### config.mk
export PLATFORM = sky130hd
export DESIGN_NAME = segment_status_animator
export DESIGN_NICKNAME = d
export VERILOG_FILES = /design/src/sv/ssa_pkg.sv /design/src/sv/segment_status_animator.sv /design/src/sv/ssa_step.sv
export SDC_FILE = /design/constraint.sdc
export NUM_CORES = 1
export LEC_CHECK = 0
export ABC_AREA = 1
export ABC_CLOCK_PERIOD_IN_PS = 3640
export BUFFER_PORTS_ARGS = -buffer_cell sky130_fd_sc_hd__buf_2
export CAP_MARGIN = 0
export CORE_AREA = 4 4 92 94
export CTS_CLUSTER_SIZE = 12
export DETAILED_ROUTE_END_ITERATION = 6
export DIE_AREA = 0 0 96 98
export HOLD_SLACK_MARGIN = 0.03
export MAX_ROUTING_LAYER = met4
export PLACE_DENSITY = 0.75
export SETUP_SLACK_MARGIN = 0.02
export SYNTH_ARGS = -nofsm -noshare
export SYNTH_HDL_FRONTEND = slang
export SYNTH_HIERARCHICAL = 1
export SYNTH_SLANG_ARGS = --single-unit
### constraint.sdc
create_clock -name clk -period 3.64 [get_ports clk]
set_input_delay 0.91 -clock clk [delete_from_list [all_inputs] [get_ports clk]]
set_output_delay 0.91 -clock clk [all_outputs]
set_load 0.005 [all_outputs]
### src/sv/ssa_pkg.sv
// ----------------------------------------------------------------------------
// ssa_pkg
// Types, mode codes and the sprite table of the segment status animator.
// ----------------------------------------------------------------------------
package ssa_pkg;

  // operation codes of an input beat
  localparam logic OP_TICK = 1'b0;
  localparam logic OP_MODE = 1'b1;

  localparam int unsigned NUM_SPRITES = 37;
  localparam logic [4:0]  NUM_MODES   = 5'd19;
  localparam int unsigned SPRITE_W    = 6;

  typedef enum logic [4:0] {
    MODE_OFF          = 5'd0,
    MODE_IDLE         = 5'd1,
    MODE_RUN          = 5'd2,
    MODE_RUN_WDT      = 5'd3,
    MODE_BAT_CRIT     = 5'd4,
    MODE_BAT_LOW      = 5'd5,
    MODE_BAT_MED      = 5'd6,
    MODE_BAT_HIGH     = 5'd7,
    MODE_CHG_LOW      = 5'd8,
    MODE_CHG_MED      = 5'd9,
    MODE_CHG_HIGH     = 5'd10,
    MODE_CHG_COMPLETE = 5'd11,
    MODE_WDT_EXPIRED  = 5'd12,
    MODE_ERR1         = 5'd13,
    MODE_ERR2         = 5'd14,
    MODE_ERR3         = 5'd15,
    MODE_ERR4         = 5'd16,
    MODE_ERR5         = 5'd17,
    MODE_UNKNOWN      = 5'd18
  } mode_t;

  typedef logic [SPRITE_W-1:0] sprite_idx_t;

  // sprite indices
  localparam sprite_idx_t SP_OFF   = 6'd0;
  localparam sprite_idx_t SP_BAT1  = 6'd2;
  localparam sprite_idx_t SP_BAT2  = 6'd3;
  localparam sprite_idx_t SP_BAT3  = 6'd4;
  localparam sprite_idx_t SP_IDLE0 = 6'd5;
  localparam sprite_idx_t SP_IDLE1 = 6'd6;
  localparam sprite_idx_t SP_RUN0  = 6'd7;
  localparam sprite_idx_t SP_RWD0  = 6'd13;
  localparam sprite_idx_t SP_ERR   = 6'd19;
  localparam sprite_idx_t SP_DIG1  = 6'd22;
  localparam sprite_idx_t SP_LET_C = 6'd31;
  localparam sprite_idx_t SP_LET_L = 6'd32;
  localparam sprite_idx_t SP_LET_B = 6'd33;
  localparam sprite_idx_t SP_WDT1  = 6'd34;
  localparam sprite_idx_t SP_WDT2  = 6'd35;
  localparam sprite_idx_t SP_UNK   = 6'd36;

  typedef struct packed {
    logic       operation;
    logic [4:0] mode;
  } item_t;

  typedef struct packed {
    logic [7:0] segments;
    logic       drawn;
  } result_t;

  typedef struct packed {
    mode_t      mode;
    logic [7:0] count;
    logic [7:0] seg;
  } anim_state_t;

  // segment patterns, bit0 A .. bit6 G, bit7 DP
  function automatic logic [7:0] sprite_rom(input sprite_idx_t idx);
    logic [7:0] pat;
    unique case (idx)
      6'd0:  pat = 8'h00;  6'd1:  pat = 8'h00;  6'd2:  pat = 8'h01;  6'd3:  pat = 8'h41;
      6'd4:  pat = 8'h49;  6'd5:  pat = 8'h00;  6'd6:  pat = 8'h80;  6'd7:  pat = 8'h08;
      6'd8:  pat = 8'h10;  6'd9:  pat = 8'h20;  6'd10: pat = 8'h01;  6'd11: pat = 8'h02;
      6'd12: pat = 8'h04;  6'd13: pat = 8'h88;  6'd14: pat = 8'h10;  6'd15: pat = 8'hA0;
      6'd16: pat = 8'h01;  6'd17: pat = 8'h82;  6'd18: pat = 8'h04;  6'd19: pat = 8'h4F;
      6'd20: pat = 8'h67;  6'd21: pat = 8'h3F;  6'd22: pat = 8'h30;  6'd23: pat = 8'h5B;
      6'd24: pat = 8'h79;  6'd25: pat = 8'h74;  6'd26: pat = 8'h6D;  6'd27: pat = 8'h6F;
      6'd28: pat = 8'h38;  6'd29: pat = 8'h7F;  6'd30: pat = 8'h7D;  6'd31: pat = 8'h0F;
      6'd32: pat = 8'h07;  6'd33: pat = 8'h67;  6'd34: pat = 8'h12;  6'd35: pat = 8'h24;
      6'd36: pat = 8'h5A;
      default: pat = 8'h00;
    endcase
    return pat;
  endfunction

endpackage

### src/sv/segment_status_animator.sv
// ----------------------------------------------------------------------------
// segment_status_animator
// Animation sequencer for an eight-segment status display (A..G plus DP).
// ----------------------------------------------------------------------------
// Each item beat is either a period tick or a mode request, and gives exactly
// one result beat with the segment drive and a drawn flag. Throughput is one
// beat per clock while result_ready stays high. The input register holds the
// beat, and the step logic loads the result register once it is free or being
// drained. The mode, tick counter and segment state update as the beat leaves
// the input register, so each beat sees the state left by the one before it.
// A requested mode above the last one, or equal to the current mode, leaves
// everything unchanged and reports drawn low. After reset the block is in the
// off mode with all segments dark.
// ----------------------------------------------------------------------------
module segment_status_animator (
  input  logic              clk,
  input  logic              rst,
  input  logic              item_valid,
  output logic              item_ready,
  input  ssa_pkg::item_t    item,
  output logic              result_valid,
  input  logic              result_ready,
  output ssa_pkg::result_t  result
);
  import ssa_pkg::*;

  // input register
  logic        s1_valid;
  item_t       s1_item;
  logic        advance;

  // animation state
  anim_state_t state;
  anim_state_t state_next;
  result_t     res_next;

  // the held beat moves on when the result register is free or being drained
  assign advance    = s1_valid && (!result_valid || result_ready);
  assign item_ready = !s1_valid || advance;

  always_ff @(posedge clk) begin
    if (rst) begin
      s1_valid <= 1'b0;
    end else if (item_ready) begin
      s1_valid <= item_valid;
    end
  end

  always_ff @(posedge clk) begin
    if (item_ready && item_valid) begin
      s1_item <= item;
    end
  end

  // step logic between input and result registers
  ssa_step u_step (
    .cur  (state),
    .item (s1_item),
    .nxt  (state_next),
    .res  (res_next)
  );

  // state only moves with a beat, so stalls never disturb the animation
  always_ff @(posedge clk) begin
    if (rst) begin
      state.mode  <= MODE_OFF;
      state.count <= 8'd0;
      state.seg   <= 8'h00;
    end else if (advance) begin
      state <= state_next;
    end
  end

  // result register
  always_ff @(posedge clk) begin
    if (rst) begin
      result_valid <= 1'b0;
    end else if (advance) begin
      result_valid <= 1'b1;
    end else if (result_ready) begin
      result_valid <= 1'b0;
    end
  end

  always_ff @(posedge clk) begin
    if (advance) begin
      result <= res_next;
    end
  end

  // run modes step through six frames only
  a_run_window: assert property (@(posedge clk) disable iff (rst)
    (state.mode == MODE_RUN || state.mode == MODE_RUN_WDT) |-> state.count <= 8'd5)
    else $error("run mode counter outside its window");

  // battery high rewinds to the second frame, never beyond the third
  a_bat_high_window: assert property (@(posedge clk) disable iff (rst)
    (state.mode == MODE_BAT_HIGH) |-> state.count <= 8'd8)
    else $error("battery high counter outside its window");

  // charge complete pins its counter
  a_chg_complete_count: assert property (@(posedge clk) disable iff (rst)
    (state.mode == MODE_CHG_COMPLETE) |-> state.count == 8'd0)
    else $error("charge complete counter not held at zero");

  // off mode keeps the display dark
  a_off_dark: assert property (@(posedge clk) disable iff (rst)
    (state.mode == MODE_OFF) |-> state.seg == 8'h00)
    else $error("segments lit in off mode");

  // a result taken from the register reflects the state left by its beat
  a_result_tracks_state: assert property (@(posedge clk) disable iff (rst)
    advance |=> (result.segments == state.seg))
    else $error("result segments differ from display state");

endmodule

### src/sv/ssa_step.sv
// ----------------------------------------------------------------------------
// ssa_step
// One animation step: next mode, counter and segments for one input beat.
// ----------------------------------------------------------------------------
module ssa_step (
  input  ssa_pkg::anim_state_t cur,
  input  ssa_pkg::item_t       item,
  output ssa_pkg::anim_state_t nxt,
  output ssa_pkg::result_t     res
);
  import ssa_pkg::*;

  mode_t       m_sel;
  logic [7:0]  c_sel;
  logic [7:0]  seg_base;
  logic        run;
  sprite_idx_t idx;
  logic        hold;
  logic [7:0]  cnt_out;
  logic [4:0]  err_ofs;

  // operation decode
  always_comb begin
    m_sel    = cur.mode;
    c_sel    = cur.count;
    seg_base = cur.seg;
    run      = 1'b0;
    if (item.operation == OP_TICK) begin
      c_sel = cur.count + 8'd1;
      run   = 1'b1;
    end else if ((item.mode < NUM_MODES) && (item.mode != cur.mode)) begin
      m_sel    = mode_t'(item.mode);
      c_sel    = 8'd0;
      seg_base = 8'h00;
      run      = 1'b1;
    end
  end

  assign err_ofs = m_sel - MODE_ERR1;

  // per-mode counter windows
  always_comb begin
    idx     = SP_OFF;
    hold    = 1'b0;
    cnt_out = c_sel;
    unique case (m_sel)
      MODE_OFF: idx = SP_OFF;
      MODE_IDLE: begin
        if (c_sel < 8'd5)       idx = SP_IDLE1;
        else if (c_sel < 8'd10) idx = SP_IDLE0;
        else begin hold = 1'b1; cnt_out = 8'd0; end
      end
      MODE_RUN, MODE_RUN_WDT: begin
        if (c_sel > 8'd5) cnt_out = 8'd0;
        idx = ((m_sel == MODE_RUN) ? SP_RUN0 : SP_RWD0) + {3'b000, cnt_out[2:0]};
      end
      MODE_BAT_CRIT: begin
        if (c_sel < 8'd3)       idx = SP_LET_C;
        else if (c_sel < 8'd6)  idx = SP_LET_L;
        else if (c_sel < 8'd9)  idx = SP_LET_B;
        else if (c_sel < 8'd12) idx = SP_OFF;
        else begin hold = 1'b1; cnt_out = 8'd0; end
      end
      MODE_BAT_LOW: idx = c_sel[0] ? SP_OFF : SP_BAT1;
      MODE_BAT_MED: begin
        if (c_sel < 8'd3)      idx = SP_BAT1;
        else if (c_sel < 8'd6) idx = SP_BAT2;
        else begin hold = 1'b1; cnt_out = 8'd0; end
      end
      MODE_BAT_HIGH: begin
        if (c_sel < 8'd3)      idx = SP_BAT1;
        else if (c_sel < 8'd6) idx = SP_BAT2;
        else if (c_sel < 8'd9) idx = SP_BAT3;
        else begin hold = 1'b1; cnt_out = 8'd3; end
      end
      MODE_CHG_LOW: begin
        if (c_sel < 8'd3)       idx = SP_BAT1;
        else if (c_sel < 8'd6)  idx = SP_BAT2;
        else if (c_sel < 8'd9)  idx = SP_BAT3;
        else if (c_sel < 8'd12) idx = SP_OFF;
        else begin hold = 1'b1; cnt_out = 8'd0; end
      end
      MODE_CHG_MED: begin
        if (c_sel < 8'd3)      idx = SP_BAT2;
        else if (c_sel < 8'd6) idx = SP_BAT3;
        else if (c_sel < 8'd9) idx = SP_BAT1;
        else begin hold = 1'b1; cnt_out = 8'd0; end
      end
      MODE_CHG_HIGH: begin
        if (c_sel < 8'd3)      idx = SP_BAT3;
        else if (c_sel < 8'd6) idx = SP_BAT2;
        else begin hold = 1'b1; cnt_out = 8'd0; end
      end
      MODE_CHG_COMPLETE: begin
        idx     = SP_BAT3;
        cnt_out = 8'd0;
      end
      MODE_WDT_EXPIRED: begin
        if (c_sel < 8'd4)      idx = SP_WDT1;
        else if (c_sel < 8'd7) idx = SP_WDT2;
        else begin hold = 1'b1; cnt_out = 8'd0; end
      end
      MODE_ERR1, MODE_ERR2, MODE_ERR3, MODE_ERR4, MODE_ERR5: begin
        if (c_sel < 8'd5)       idx = SP_ERR;
        else if (c_sel < 8'd10) idx = SP_DIG1 + {1'b0, err_ofs};
        else begin hold = 1'b1; cnt_out = 8'd0; end
      end
      MODE_UNKNOWN: begin
        if (c_sel < 8'd3)       idx = SP_UNK;
        else if (c_sel < 8'd10) idx = SP_OFF;
        else begin hold = 1'b1; cnt_out = 8'd0; end
      end
      default: hold = 1'b1;
    endcase
  end

  always_comb begin
    nxt.mode  = m_sel;
    nxt.count = run ? cnt_out : cur.count;
    nxt.seg   = (run && !hold) ? sprite_rom(idx) : seg_base;
    res.segments = nxt.seg;
    res.drawn    = run && !hold;
  end

endmodule
==> results of run 1 <==
## per-stage QoR
stage          power [mW]  hold WS, ns   util
2_1_floorplan        1.35        0.452      -
3_3_place_gp         1.70        0.462  0.654
3_5_place_dp         1.71        0.470  0.654
4_1_cts              2.15        0.482  0.695
5_1_grt              2.51        0.504  0.740
6_report             2.34        0.479  0.740
## kinds of logic after synthesis
logic type / count (synthesis) / synth area share
AOI/OAI and AO/OA: 77 / 0.106
xor gates and xnor gates: 5 / 0.0105
adders and majority gates: 16 / 0.0500
buffers and inverters: 127 / 0.148
DFF: 38 / 0.219
and+or+nand+nor: 403 / 0.466
## critical path: cells and delay by family, from the launching register on
| kind | cells | cell delay, ns |
|---|---|---|
| DFF | 1 | 0.42 |
| adders and majority gates | 2 | 0.54 |
| AOI/OAI and AO/OA | 1 | 0.06 |
| and+or+nand+nor | 17 | 1.66 |
| buffers and inverters | 10 | 0.95 |
## layout by cell type, fill, tap and decap left out, types with 16 or more instances in the layout
cell and n:
dfxtp_1 17, inv_1 79, nand3_1 78, nand4_1 16, nand3_2 20, nand2_1 157, a21oi_1 33, nand2_2 23
nor2_2 17, buf_4 119, buf_2 20, nor2_1 50
## cell usage after synthesis, types with 5 or more instances
library cell  count
a21oi_1          38
buf_4            14
buf_6             8
dfxtp_1          23
edfxtp_1         15
ha_1             15
inv_1            88
inv_2            11
nand2_1         176
nand2_2          15
nand3_1          94
nand3_2           7
nand4_1          16
nor2_1           59
nor2_2           14
nor2_4            5
nor3_1            5
o21ai_0          12
o21ai_1          10
## sequential cells by signal (all words and copies together) (netlist names)
| register | flops |
|---|---|
| s1_valid | 1 |
| s1_item | 6 |
| result | 9 |
| result_valid | 1 |
| state | 21 |
## power breakdown
part           switching [mW]  total [mW]  leakage, nW  internal (mW)
Sequential             0.0228       0.513        0.336          0.490
Clock                   0.150       0.302       0.0472          0.152
Combinational           0.867        1.52         2.47          0.655
## final cells by class
class	instances	area, sq um	area share
multi-input combinational	501	3050	0.539
timing repair buffer	145	1070	0.189
sequential	38	923	0.163
inverter	100	390	0.0690
tap	102	128	0.0226
clock buffer	6	82.6	0.0146
clock inverter	2	12.5	0.00221
## layer usage
layer  track usage  vias to the layer above  share of wire
met3        0.0247                       16          0.053
met4        0.0689                        0          0.018
li1              -                     2406              -
met5             -                        -              0
met1         0.376                     2182           0.44
met2         0.439                      164           0.49
## worst max path at each step
stage,start,end,slack [ns],cells past startpoint
2_1_floorplan,state[8],result[7],0.03,29
3_3_place_gp,state[9],state[3],-0.22,31
3_5_place_dp,state[9],state[3],-0.25,31
4_1_cts,s1_item[2],state[0],-0.14,33
5_1_grt,s1_item[2],state[0],-0.47,32
6_report,s1_item[2],result[4],-0.23,30
## timing repair
action / in CTS / in global routing
pin swaps: 31 / 62
setup buffers: 12 / 16
gates resized for setup: 29 / 66
endpoints found under the setup margin: 16 / 24
gates cloned: 0 / 0
==> flow_summary.json, run 1 <==
{
  "status": "finished with violations",
  "violations": "setup timing",
  "antenna_cells": 0,
  "gp_congestion": 0.967,
  "async_reset_ff_frac": 0,
  "hold_buffers": 0,
  "placed_area_sq_um": 5000,
  "via_per_inst": 5.33,
  "dpl_worst_slack_ns": -0.251,
  "min_to": "state[3]",
  "rsz0062_at_grt": "true",
  "finalSetupTns_ns": -2.55,
  "grt_pass1_vias": 4433,
  "synth_area_sq_um": 4150,
  "cts-htree-levels": 2,
  "ys_ff_latch": 38,
  "finalHoldViolCount": 0,
  "dp.final_hpwl_um": 9640,
  "grt_pass1_wl_um": 20500,
  "clkLatencyLatePin_ns": 0.29,
  "cts-root-buf": "clkbuf_8",
  "ys_seq_area_frac": 0.219,
  "final_net_count": 817,
  "path_class": "reg -> reg",
  "dp.cells": 859,
  "initial_core_util": 0.543,
  "critPathSlowestCell": "edfxtp_1",
  "routed_wl_um": 12700,
  "start_kind": "register",
  "ys.flop_type": "dfxtp_1",
  "worstHoldStart": "state[3]",
  "route.vias.total": 4768,
  "timing.rr.start": "s1_item[2]",
  "clock_sinks": 38,
  "port_buffers": 20,
  "ys_types": 42,
  "r2r-end": "result[4]",
  "final.setup.worst_slack_ns": -0.228,
  "min_period_ns": 3.87,
  "post-route-cell-area_sq_um": 5660,
  "grt_max_degree": 44,
  "cellPowerDensity_nw_per_um2": 413,
  "coreArea_sq_um": 7650,
  "drive_gt1_frac": 0.381,
  "syn_nets": 692,
  "die_h_um": 98,
  "clk_pin_slew_worst_paths_ns": 0.07,
  "wl_per_cell_um": 14.2,
  "yosysTopAreaCellShare": 0.159,
  "fmax_ghz": 0.259,
  "yosys-top-cells-area": "nand2_1 16%, nand3_1 11%, dfxtp_1 11%",
  "critical_path.most_common_cell": "buf_4",
  "critPathMaxFanout": 5,
  "postRouteAntennaNets": 0,
  "min_path_type": "reg -> reg",
  "synth_area_per_cell_sq_um": 6.24,
  "maxCapViolCount": 0,
  "antenna_found_initial": 0,
  "fin_cells": 894,
  "fin_skew_ns": 0.00794,
  "final.period_utilization": 1.06,
  "cpPeakStageDelay_ns": 0.42,
  "cts_tree": "done",
  "reg2reg_depth": 30,
  "syn_inst": 666,
  "die_w_um": 96,
  "holdPathStages": 2,
  "synthToLayoutAreaGrowth_pct": 36.2,
  "max-slew-margin-rel": 0.421,
  "drv_slew": 0,
  "yosysTopAreaCell": "nand2_1",
  "p_leak_nw": 2.85,
  "arrival_ns": 3.92,
  "numCtsBuffers": 5,
  "num_rows": 32,
  "die_area_sq_um": 9410,
  "drt-initial-drc-count": 334,
  "grt_usage": 0.276,
  "setup_viol": 16,
  "drtPass1Iterations": 5,
  "cts.path.max_buffers": 2,
  "yosys_warnings": 6,
  "tightest_slew_ns": 0.869,
  "synth_edf_count": 15,
  "critPathCaptureType": "register",
  "grt_overflow": 0,
  "required_ns": 3.69,
  "vdd_ir_drop_max_v": 0.000378,
  "fill_cells": 639,
  "io_pins": 21,
  "drc_errors": 0,
  "rrSetupSlack_ns": -0.23
}
(Power assumes the default switching activity.)
==> run 2, diff against run 1 <==
--- a/config.mk
+++ b/config.mk
@@ -16,6 +16,7 @@
 export HOLD_SLACK_MARGIN = 0.03
 export MAX_ROUTING_LAYER = met4
 export PLACE_DENSITY = 0.75
+export REMOVE_ABC_BUFFERS = 1
 export SETUP_SLACK_MARGIN = 0.02
 export SYNTH_ARGS = -nofsm -noshare
 export SYNTH_HDL_FRONTEND = slang
==> flow_summary.json, run 2 (synthesis results as in run 1) <==
{
  "cts-htree-levels": 2,
  "largest_registers": "state x21, result x9, s1_item x6",
  "fill_cells": 584,
  "final_net_count": 815,
  "final.period_utilization": 1.04,
  "postRouteAntennaNets": 0,
  "coreArea_sq_um": 7650,
  "critPathMaxFanout": 6,
  "clk_pin_slew_worst_paths_ns": 0.08,
  "cts.path.max_buffers": 2,
  "arrival_ns": 3.86,
  "reg2reg_depth": 30,
  "numCtsBuffers": 5,
  "dp.cells": 853,
  "fin_skew_ns": 0.0101,
  "critical_path.most_common_cell": "nand2_2",
  "cpPeakStageDelay_ns": 0.47,
  "route.vias.total": 4846,
  "layout_commonest_cell": "nand2_1",
  "cts_tree": "done",
  "utilization": 0.744,
  "drtPass1Iterations": 7,
  "grt_pass1_vias": 4290,
  "die_area_sq_um": 9410,
  "dp.final_hpwl_um": 9250,
  "largest-register": "state",
  "holdPathStages": 2,
  "drive_gt1_frac": 0.397,
  "min_to": "state[1]",
  "p_total_mw": 2.34,
  "min_period_ns": 3.80,
  "routed_wl_um": 12700,
  "drc_errors": 0,
  "via_per_inst": 5.43,
  "start_kind": "register",
  "critPathSlowestCell": "fa_1",
  "rrSetupSlack_ns": -0.16,
  "grt_usage": 0.270,
  "worstHoldStart": "state[1]",
  "synthToLayoutAreaGrowth_pct": 36.9,
  "initial_core_util": 0.543,
  "min_path_type": "reg -> reg",
  "grt_pass1_wl_um": 20200,
  "setup_viol": 13,
  "path_class": "reg -> reg",
  "largest_reg_flops": 21,
  "status": "finished with violations",
  "register_area_sq_um": 916,
  "hold_buffers": 0,
  "grt_overflow": 0,
  "vdd_ir_drop_max_v": 0.000304,
  "fmax_ghz": 0.263,
  "die_w_um": 96,
  "drv_slew": 0,
  "fin_cells": 892,
  "placed_area_sq_um": 4830,
  "tightest_slew_ns": 0.960,
  "clkLatencyLatePin_ns": 0.29,
  "multi_input_area_sq_um": 3110,
  "antenna_cells": 0,
  "timing.rr.start": "s1_item[0]",
  "finalHoldViolCount": 0,
  "clock_sinks": 38,
  "required_ns": 3.70,
  "wl_per_cell_um": 14.2,
  "maxCapViolCount": 0,
  "num_rows": 32,
  "die_h_um": 98,
  "violations": "setup timing",
  "antenna_found_initial": 0,
  "final.setup.worst_slack_ns": -0.162,
  "p_leak_nw": 2.83,
  "final_cell_mix": "150 x nand2_1, 113 x buf_4, 75 x nand3_1",
  "r2r-end": "result[2]",
  "drt-initial-drc-count": 289,
  "port_buffers": 20,
  "cellPowerDensity_nw_per_um2": 411,
  "critPathCaptureType": "register",
  "post-route-cell-area_sq_um": 5690,
  "max-slew-margin-rel": 0.360,
  "rsz0062_at_grt": "true",
  "io_pins": 21,
  "gp_congestion": 0.982,
  "cts-root-buf": "clkbuf_8",
  "grt_max_degree": 44
}
==> run 2: layer usage <==
metal,track usage,wire (um),part of all wire,up-vias
li1,-,-,-,2403
met1,0.371,5470,0.43,2212
met2,0.420,6160,0.49,193
met3,0.0254,713,0.056,38
met4,0.0799,352,0.028,0
met5,-,0,0,-
==> run 2: stage by stage <==
step	setup slack (ns)	hold slack, ns	TNS [ns]
after CTS	-0.149	0.476	-0.918
after floorplan	-0.254	0.452	-1.57
after global placement	-0.464	0.462	-5.02
after detailed placement	-0.481	0.472	-5.68
final	-0.162	0.478	-1.27
after global routing	-0.423	0.521	-4.76
==> run 2: critical path, delay by kind of cell, from the launching register on <==
kind | cells | cell delay, ns
and+or+nand+nor | 19 | 1.63
adders and majority gates | 3 | 0.80
buffers and inverters | 7 | 0.56
DFF | 1 | 0.41
AOI/OAI and AO/OA | 1 | 0.15
==> run 2: how the worst max path moves through the flow <==
stage	depth (start not counted)	slack, ns	end	from
2_1_floorplan	32	-0.25	state[6]	state[8]
3_3_place_gp	32	-0.46	state[1]	s1_item[2]
3_5_place_dp	32	-0.48	state[1]	s1_item[2]
4_1_cts	32	-0.15	state[0]	state[9]
5_1_grt	31	-0.42	state[6]	s1_item[0]
6_report	30	-0.16	result[2]	s1_item[0]
==> run 2: timing repair <==
action	in CTS	in global routing
pin swaps	44	64
buffers inserted	14	17
setup endpoints to repair	16	23
resized for setup	50	92
==> run 2: area by class of cell <==
class / count / area share
Tap cell: 102 / 0.0224
Multi-Input combinational cell: 501 / 0.547
Clock buffer: 5 / 0.0121
Sequential cell: 38 / 0.161
Clock inverter: 3 / 0.00286
Timing Repair Buffer: 143 / 0.187
Inverter: 100 / 0.0682
==> run 2: power breakdown <==
group / switching [mW] / leakage, nW / internal, mW
sequential: 0.0221 / 0.335 / 0.491
clock: 0.150 / 0.0416 / 0.131
combinational: 0.903 / 2.45 / 0.643
total: 1.08 / 2.83 / 1.26
==> run 3, diff against run 2 <==
--- a/config.mk
+++ b/config.mk
@@ -5,14 +5,14 @@
 export SDC_FILE = /design/constraint.sdc
 export NUM_CORES = 1
 export LEC_CHECK = 0
-export ABC_AREA = 1
+export ABC_AREA = 0
 export ABC_CLOCK_PERIOD_IN_PS = 3640
 export BUFFER_PORTS_ARGS = -buffer_cell sky130_fd_sc_hd__buf_2
 export CAP_MARGIN = 0
-export CORE_AREA = 4 4 92 94
+export CORE_AREA = 4 4 95 97
 export CTS_CLUSTER_SIZE = 12
 export DETAILED_ROUTE_END_ITERATION = 6
-export DIE_AREA = 0 0 96 98
+export DIE_AREA = 0 0 99 101
 export HOLD_SLACK_MARGIN = 0.03
 export MAX_ROUTING_LAYER = met4
 export PLACE_DENSITY = 0.75
==> flow_summary.json, run 3 <==
{
  "vdd_ir_drop_max_v": 0.000196,
  "antenna_cells": 0,
  "finalHoldViolCount": 0,
  "ys_ff_latch": 38,
  "power_frac_clock": 0.178,
  "final_net_count": 794,
  "final.period_utilization": 1.17,
  "synth_area_per_cell_sq_um": 8.12,
  "die_h_um": 101,
  "ys_types": 97,
  "drive_gt1_frac": 0.538,
  "yosys_warnings": 6,
  "netlist_top_cells_count": "46 x nand2_1, 44 x nand2b_1, 40 x a21oi_1, 37 x nor2_1, 33 x o21ai_0",
  "layout_commonest_cell": "buf_4",
  "async_reset_ff_frac": 0,
  "initial_core_util": 0.547,
  "dp.final_hpwl_um": 12700,
  "pwr-share-seq": 0.258,
  "p_total_mw": 1.85,
  "synth_most_common_cell": "nand2_1",
  "syn_inst": 548,
  "gp_congestion": 1.10,
  "timing.rr.start": "s1_item[0]",
  "final_cell_mix": "192 x buf_4, 44 x nand2b_1, 38 x buf_6",
  "rsz0062_at_grt": "true",
  "min_period_ns": 4.25,
  "hold_buffers": 0,
  "arrival_ns": 4.49,
  "largest-register": "state",
  "drt-initial-drc-count": 896,
  "final.setup.worst_slack_ns": -0.614,
  "status": "finished with violations",
  "antenna_found_initial": 0,
  "cts-htree-levels": 2,
  "largest_registers": "state x21, result x9, s1_item x6",
  "required_ns": 3.87,
  "grt_max_degree": 45,
  "grt_pass1_wl_um": 28200,
  "drtPass1Iterations": 7,
  "routed_wl_um": 20900,
  "setup_viol": 20,
  "comb_power_share": 0.564,
  "yosys-top-cells-area": "dfxtp_1 10%, edfxtp_1 10%, mux2i_1 6.5%",
  "route.vias.total": 5960,
  "io_pins": 21,
  "violations": "DRC, setup timing",
  "cellPowerDensity_nw_per_um2": 258,
  "fin_skew_ns": 0.0210,
  "clock_sinks": 38,
  "via_per_inst": 6.82,
  "grt_pass1_vias": 5407,
  "ys_seq_area_frac": 0.205,
  "grt_usage": 0.365,
  "die_area_sq_um": 10000,
  "p_leak_nw": 2.95,
  "synth_area_sq_um": 4450,
  "clkLatencyLatePin_ns": 0.32,
  "cp-startpoint": "s1_item[0]",
  "cts-root-buf": "clkbuf_8",
  "intPower_mw": 1.08,
  "switching_share": 0.415,
  "largest_reg_flops": 21,
  "cts_tree": "done",
  "dpl_worst_slack_ns": -0.749,
  "fmax_ghz": 0.235,
  "drv_slew": 0,
  "yosysTopAreaCell": "dfxtp_1",
  "synth_edf_count": 15,
  "tightest_slew_ns": 0.678,
  "drc_errors": 39,
  "worstHoldStart": "state[5]",
  "critPathMaxFanout": 5,
  "postRouteAntennaNets": 0,
  "yosysTopAreaCellShare": 0.103,
  "clk_pin_slew_worst_paths_ns": 0.10,
  "synthToLayoutAreaGrowth_pct": 61.5,
  "netSwitchingPower_mw": 0.768,
  "coreArea_sq_um": 8130,
  "ys.flop_type": "dfxtp_1",
  "max-slew-margin-rel": 0.548,
  "die_w_um": 99,
  "numCtsBuffers": 5,
  "wl_per_cell_um": 23.9,
  "cts.path.max_buffers": 2,
  "port_buffers": 20,
  "maxCapViolCount": 0,
  "grt_overflow": 0,
  "min_path_type": "reg -> reg",
  "num_rows": 33,
  "start_kind": "register",
  "critPathCaptureType": "register",
  "path_class": "reg -> reg"
}
==> run 3: cell count changes after synthesis, moves of 22 or more <==
cell and delta:
inv_1 -69, nor2_1 -22, mux2i_1 +29, nand2b_1 +44, nand2_1 -130, nand3_1 -80
==> run 3: what timing repair did <==
| action | in CTS | in global routing |
|---|---|---|
| pin swaps | 31 | 51 |
| buffers inserted | 21 | 28 |
| endpoints found under the setup margin | 24 | 25 |
| gates resized for setup | 102 | 120 |
==> run 3: cell families (layout without fill, tap and decap cells) <==
kind of cell    after synthesis  in the layout  synth area share
compound gates              186            186             0.306
xor+xnor                     15             15            0.0312
fa+ha+maj                    16             16            0.0467
buf+inv                      59            280            0.0883
flops                        38             38             0.205
mux                          32             32            0.0734
simple gates                202            202             0.250
==> run 3: per-stage QoR <==
step                      area (sq um)  TNS, ns  std cells  utilization  hold slack (ns)
after floorplan                   4140   -11.14        510            -            0.448
after global placement            5810    -8.26        826        0.714            0.459
after detailed placement          5810   -10.64        826        0.714            0.466
after CTS                         6450    -5.24        853        0.794            0.481
after global routing              7190   -10.97        874        0.883            0.516
final                             7190    -8.10        874        0.883            0.478
==> run 3: power by group through the flow <==
stage	registers [mW]	logic, mW	clock network [mW]
after global routing	0.480	1.08	0.335
after floorplan	0.492	0.330	0
after CTS	0.477	0.779	0.313
after detailed placement	0.486	0.647	0
final	0.478	1.04	0.329
after global placement	0.485	0.637	0
==> run 3: area by class of cell <==
| cell class | instances | area (sq um) |
|---|---|---|
| sequential | 38 | 916 |
| clock buffer | 5 | 68.8 |
| timing repair buffer | 251 | 1990 |
| fill | 389 | 948 |
| clock inverter | 3 | 16.3 |
| multi-input combinational | 451 | 3970 |
| inverter | 21 | 96.3 |
| tap | 105 | 131 |
==> run 3: critical path: stages, from the launching register on <==
cell	delay, ns
edfxtp_1	0.50
buf_6	0.18
xnor2_4	0.17
nand2_2	0.10
o21ai_4	0.16
mux2i_2	0.30
inv_2	0.10
ha_4	0.18
nand2_4	0.08
nor2_4	0.06
fa_2	0.37
or3_4	0.35
a31oi_4	0.21
nand4b_4	0.22
buf_6	0.19
buf_6	0.14
nor3_4	0.20
a311oi_2	0.09
o31ai_2	0.24
nand2b_1	0.14
mux2i_1	0.21
==> run 3: worst paths after layout <==
path / end / depth (start not counted) / slack, ns
max: state[4] / 20 / -0.61
min: state[5] / 2 / 0.48
max reg2reg: state[4] / 20 / -0.61
min reg2reg: state[5] / 2 / 0.48
==> run 3: metal layers <==
layer  track usage  wire, um  vias to the layer above
li1              -         -                     2477
met3        0.0637      2550                      176
met5             -         0                        -
met1         0.476      7630                     2798
met4         0.116      1440                        0
met2         0.576      9290                      509
